$ cat src/rtl/newton_step_sym3x3_top_assert.svh
`ifndef NEWTON_STEP_SYM3X3_TOP_ASSERT_SVH
`define NEWTON_STEP_SYM3X3_TOP_ASSERT_SVH
// assertion helpers for the newton step block, clocked on clk, off during reset
`define NSYM_ASSERT(label, prop, msg) \
    label: assert property (@(posedge clk) disable iff (!rst_n) prop) else $error(msg);
// the condition must hold in the cycle after the trigger
`define NSYM_ASSERT_NEXT(label, trig, cond, msg) \
    label: assert property (@(posedge clk) disable iff (!rst_n) (trig) |=> (cond)) \
        else $error(msg);
`endif

$ cat src/rtl/nsym_pkg.sv
// ----------------------------------------------------------------------------
// nsym_pkg
// shared widths, types and operand tables of the symmetric 3x3 newton step
// ----------------------------------------------------------------------------
package nsym_pkg;

    localparam int DATA_W   = 24;
    localparam int FRAC_W   = 16;
    localparam int COF_W    = 2 * DATA_W + 1;
    localparam int HI_W     = COF_W - DATA_W;
    localparam int LO_PW    = 2 * DATA_W + 1;
    localparam int HI_PW    = HI_W + DATA_W;
    localparam int PROD_W   = COF_W + DATA_W;
    localparam int SUM_W    = PROD_W + 2;
    localparam int MAG_W    = SUM_W;
    localparam int NUM_W    = MAG_W + FRAC_W;
    localparam int CMP_W    = MAG_W + DATA_W;
    localparam int SQ_W     = 2 * DATA_W;
    localparam int SREM_W   = DATA_W + 2;
    localparam int SQT_W    = SREM_W + 2;
    localparam int DET_W    = 2 * DATA_W;
    localparam int DET_SH   = 2 * FRAC_W;
    localparam int NPROD    = 12;
    localparam int NCOF     = 6;
    localparam int MID_DEPTH = 8;
    localparam int MID_AW   = 3;
    localparam int OUT_DEPTH = 32;
    localparam int OUT_AW   = 5;

    // cofactor order: c11 c12 c13 c22 c23 c33
    // operand order: gx gy gz a b c
    // products: det terms, then the three rows of adj(h) times g
    localparam int COF_SEL [NPROD] = '{0, 1, 2, 0, 1, 2, 1, 3, 4, 2, 4, 5};
    localparam int VAL_SEL [NPROD] = '{3, 4, 5, 0, 1, 2, 0, 1, 2, 0, 1, 2};

    typedef struct packed {
        logic [NCOF-1:0][COF_W-1:0] cof;
        logic [2:0][DATA_W-1:0]     hrow;
        logic [2:0][DATA_W-1:0]     grad;
        logic [SQ_W-1:0]            sq;
    } mid_item_t;

    typedef struct packed {
        logic empty;
        logic full;
    } queue_stat_t;

    typedef struct packed {
        logic [2:0][NUM_W-1:0]  r;
        logic [2:0][DATA_W-1:0] q;
        logic [2:0]             big;
        logic [2:0]             neg;
        logic [MAG_W-1:0]       dmag;
        logic                   sing;
        logic [DET_W-1:0]       det;
        logic [SQ_W-1:0]        sq;
        logic [SREM_W-1:0]      srem;
        logic [DATA_W-1:0]      sroot;
    } div_st_t;

    typedef struct packed {
        logic [2:0][DATA_W-1:0] step;
        logic [DATA_W-1:0]      norm;
        logic [DET_W-1:0]       det;
        logic                   sing;
    } result_t;

endpackage

$ cat src/rtl/nsym_queue.sv
// ----------------------------------------------------------------------------
// nsym_queue
// short queue of cofactor items between the front and the back
// ----------------------------------------------------------------------------
module nsym_queue (
    input  logic                  clk,
    input  logic                  rst_n,
    input  logic                  push,
    input  nsym_pkg::mid_item_t   item_in,
    input  logic                  pop,
    output nsym_pkg::mid_item_t   item_out,
    output nsym_pkg::queue_stat_t stat
);
    import nsym_pkg::*;

    mid_item_t         mem_reg [MID_DEPTH];
    logic [MID_AW-1:0] wr_ptr_reg;
    logic [MID_AW-1:0] rd_ptr_reg;
    logic [MID_AW:0]   cnt_reg;
    logic [MID_AW:0]   cnt_next;

    assign stat.empty = (cnt_reg == '0);
    assign stat.full  = (cnt_reg == (MID_AW+1)'(MID_DEPTH));
    assign item_out   = mem_reg[rd_ptr_reg];

    always_comb
    begin
        cnt_next = cnt_reg;
        if (push && !pop)
        begin
            cnt_next = cnt_reg + 1'b1;
        end
        else if (!push && pop)
        begin
            cnt_next = cnt_reg - 1'b1;
        end
    end

    always_ff @(posedge clk or negedge rst_n)
    begin
        if (!rst_n)
        begin
            wr_ptr_reg <= '0;
            rd_ptr_reg <= '0;
            cnt_reg    <= '0;
        end
        else
        begin
            if (push)
            begin
                wr_ptr_reg <= wr_ptr_reg + 1'b1;
            end
            if (pop)
            begin
                rd_ptr_reg <= rd_ptr_reg + 1'b1;
            end
            cnt_reg <= cnt_next;
        end
    end

    always_ff @(posedge clk)
    begin
        if (push)
        begin
            mem_reg[wr_ptr_reg] <= item_in;
        end
    end

endmodule

$ cat config.mk
export PLATFORM = sky130hd
export DESIGN_NAME = nsym_queue
export DESIGN_NICKNAME = d
export VERILOG_FILES = /design/src/rtl/newton_step_sym3x3_top_assert.svh /design/src/rtl/nsym_pkg.sv /design/src/rtl/nsym_queue.sv
export SDC_FILE = /design/constraint.sdc
export NUM_CORES = 2
export LEC_CHECK = 0
export BUFFER_PORTS_ARGS = -buffer_cell sky130_fd_sc_hd__buf_2
export CORE_AREA = 4 4 529 531
export DETAILED_ROUTE_END_ITERATION = 12
export DIE_AREA = 0 0 533 535
export PLACE_DENSITY = 0.75
export SYNTH_ARGS = -nofsm -noshare
export SYNTH_HDL_FRONTEND = slang
export SYNTH_SLANG_ARGS = --single-unit
export TNS_END_PERCENT = 10
$ cat constraint.sdc
create_clock -name clk -period 35.3 [get_ports clk]
set_clock_uncertainty 0.2 [all_clocks]
set_input_delay 1.765 -clock clk [delete_from_list [all_inputs] [get_ports clk]]
set_output_delay 1.765 -clock clk [all_outputs]
set_load 0.1 [all_outputs]
Word level (Yosys, flattened, before mapping)
Memory sizes are Yosys's and may differ from the RTL's.
Cells that the tools add are included.
- memories kept: 1
- logic and storage cells: 19
- input bits: 490
- memory bits (writable): 3888
- register bits after elaboration: 10
- output and inout bits: 488
- eq/ne operators: 1
- reductions and logical operators: 6
- $add $sub $neg: 4
- muxes and demuxes: 4
- memory list (name ; words ; width ; rd ports ; clocked after memory_dff ; wr ports ; RTL line ; text):
    mem_reg ; 8 ; 486 ; 1 ; 0 ; 1 ; nsym_queue.sv:16 ; mid_item_t mem_reg [MID_DEPTH];
- operators by type and width (operator ; count):
    4-bit 2-to-1 mux ; 2
    3-bit by 1-bit adder with 3-bit output, second input constant ; 2
    4-bit by 1-bit adder with 4-bit output, second input constant ; 1
    4-bit equality test, second input constant ; 1
    4-bit logical NOT ; 1
    4-bit by 1-bit subtractor with 4-bit output, second input constant ; 1
    1-bit logical AND ; 2
    1-bit logical NOT ; 2
    1-bit 2-to-1 mux ; 2
    2-bit nonzero test ; 1

Longest topological paths before layout
- depth in word-level cells: 4
- gate-level depth with buffers: 7
- mapped depth without buffers: 7

Worst setup path before layout
OpenSTA, ideal clock, no wires.
- kind: in2reg
- start point: input push
- end point: memory mem_reg[0][0] (netlist name) (enable)
- path slack: -1321 ps
- arrival: 34490 ps
- stages on the path: 2
- path buffers: 0
- path through: nand2b_1 -> nor3_1
- word-level cells in the longest chain between the ends: 2
- RTL lines (what ; RTL line ; text):
    start, declared ; nsym_queue.sv:8 ; input logic push,
    1-bit 2-to-1 mux ; nsym_queue.sv:63 ; if (push)
    1-bit 2-to-1 mux (implied by the code) ; nsym_queue.sv:65 ; mem_reg[wr_ptr_reg] <= item_in;
    end, declared ; nsym_queue.sv:16 ;
No other way between the ends.

==> flow_metrics.env <==
export IMPL_die_w_um=533
export IMPL_htree_levels=5
export IMPL_fmax_mhz=113
export IMPL_syn_to_final_growth_pct=14.3
export IMPL_die_height_um=535
export IMPL_synth_ff_type="edfxtp_1"
export IMPL_hold_class="flip-flop to flip-flop"
export IMPL_drv_cap=0
export IMPL_dp_cells=10200
export IMPL_max_clock_path_buffers=4
export IMPL_slew_violations=0
export IMPL_dp_final_hpwl_um=182000
export IMPL_cts_tree="done"
export IMPL_grt_overflow_total=0
export IMPL_syn_area_per_cell_um2=26.1
export IMPL_wl_um=322000
export IMPL_ys_seq_area_share_pct=79.1
export IMPL_path_class="flip-flop to primary output"
export IMPL_rsz0062_at_grt="no"
export IMPL_postCtsResizedCells=0
export IMPL_dr_first_iter_drc_count=6350
export IMPL_yosysMostFrequentCell="edfxtp_1"
export IMPL_period_share_pct=25.1
export IMPL_cp_data_required_time_ns=33.33
export IMPL_syn_inst=5676
export IMPL_cts_hold_fix_buffers=0
export IMPL_slew_headroom_pct=18.7
export IMPL_largest_reg_flops=3888
export IMPL_track_usage_pct=22.3
export IMPL_async_flop_share_pct=0.257
export IMPL_antenna_found_initial=168
export IMPL_root_buffer="clkbuf_16"
export IMPL_cp_slowest_cell="dfrtp_4"
export IMPL_numPortBuffers=977
export IMPL_via_per_inst=5.99
export IMPL_clkTransAtPathRegs_ns=0.06
export IMPL_synth_top_area_cell="edfxtp_1"
export IMPL_ant_nets=0
export IMPL_synth_edff_count=3888
export IMPL_critPathCaptureType="primary output"
export IMPL_slowest_delay_ns=1.13
export IMPL_cp_data_arrival_time_ns=6.91
export IMPL_wl_per_cell_um=29.3
export IMPL_dp_worst_setup_slack_ns=27.25
export IMPL_dr_pass1_iters=5
export IMPL_status="finished clean"
export IMPL_core_area_um2=276000
export IMPL_yosys_warnings=0
export IMPL_hold_worst_slack_ns=0.377
export IMPL_route_detailed_drc=0
export IMPL_cp_max_fo=54
export IMPL_hold_violations=0
export IMPL_setup_tns_ns=0
export IMPL_synthTopCellsByCount="3,888 x edfxtp_1, 676 x mux4_2, 489 x mux2_2, 296 x mux4_1, 99 x buf_6"
export IMPL_synthesis_nets=6172
export IMPL_cts_sinks=3898
export IMPL_placementRows=193
export IMPL_worstMarginPinSlew_ns=1.22
export IMPL_crit_path_frequent_cell="buf_4"
export IMPL_clock_latency_ns=0.92
export IMPL_cts_buffers=383
export IMPL_fin_ws_ns=26.42
export IMPL_nNetsFinal=7367
export IMPL_setup_viol=0
export IMPL_synth_area_leaders="edfxtp_1 79%, mux4_2 10%, mux4_1 5.3%"
export IMPL_synth_area_um2=148000
export IMPL_finalCriticalPeriod_ns=8.88
export IMPL_path_cells="buf_4 -> buf_4 -> buf_4 -> buf_4 -> mux4_1 -> mux2_2 -> buf_2"
export IMPL_routed_via_count=65900
export IMPL_critPathLaunchType="flip-flop"
export IMPL_ys_ff_latch=3898
export IMPL_grt_max_degree=168
export IMPL_gp_congestion=0.771
export IMPL_drive_gt1_share_pct=38.8
export IMPL_instances_no_fill=11000
export IMPL_synth_top_area_share_pct=78.9
export IMPL_grt_pass1_wl_um=472000
export IMPL_grt_pass1_vias=67700
export IMPL_cts_setup_buffers=0
export IMPL_start_util_pct=53.7
export IMPL_die_area_um2=285000
export IMPL_netlist_cell_type_count=35
export IMPL_io_pins=978
==> layout make-up <==
type                       count  area [um^2]
antenna                      105          263
inverter                       2         7.51
sequential                  3898       117000
fill                       18000       106000
multi-input combinational   1505        28900
timing repair buffer        1081         5880
clock inverter               229         2470
clock buffer                 468         9920
tap                         3705         4640
==> per-layer routing <==
layer	global-route usage (%)	vias up	routed length [um]
li1	-	27400	-
met1	29.1	35100	120000
met2	35.8	2586	162000
met3	5.58	706	25200
met4	10.2	66	14400
met5	0	-	393
==> worst max-delay path, delay by kind of cell, from the launching register on <==
kind	cells	cell delay (ns)
mux	2	0.95
flops	1	1.13
buf+inv	5	3.66
==> cell usage in the layout, fill, tap and decap left out, drive strengths merged, types with 2 or more instances in the layout <==
master       n
mux4       972
a21oi        2
edfxtp    3888
diode      105
xnor2        4
nor3         3
clkbuf     468
buf       1081
mux2       489
inv         18
clkinv     165
nand2        6
nand2b       3
dfrtp       10
xor2         2
bufinv      36
ha           5
o211ai       2
nand3        2
nor2         6
clkinvlp    12
==> kinds of logic after synthesis <==
kind of cell | synth area share [%]
AOI/OAI and AO/OA | 0.0279
xor gates and xnor gates | 0.0355
adders and majority gates | 0.0558
and+or+nand+nor | 0.0846
muxes | 19.3
DFF | 79.1
buffers and inverters | 1.40
==> per-stage QoR <==
step           cell area (um^2)  utilization (%)
2_1_floorplan            148000                -
3_3_place_gp             156000             56.8
3_5_place_dp             156000             56.8
4_1_cts                  169000             61.3
5_1_grt                  169000             61.3
6_report                 169000             61.4
==> path summary, 6_finish.rpt <==
path                       depth (start not counted)  slack (ns)         endpoint     startpoint
min reg2reg                                        1        0.38    wr_ptr_reg[1]  wr_ptr_reg[1]
max reg2reg                                        6       29.99  mem_reg[3][150]  wr_ptr_reg[2]
max in group asynchronous                          1       34.17    rd_ptr_reg[0]          rst_n
min                                                1        0.38    wr_ptr_reg[1]  wr_ptr_reg[1]
max                                                7       26.42    item_out[179]  rd_ptr_reg[0]
min in group asynchronous                          1        0.50    wr_ptr_reg[2]          rst_n
Power is not shown: default switching activity piles up to over one toggle a cycle in this logic, so the estimate is an artifact.
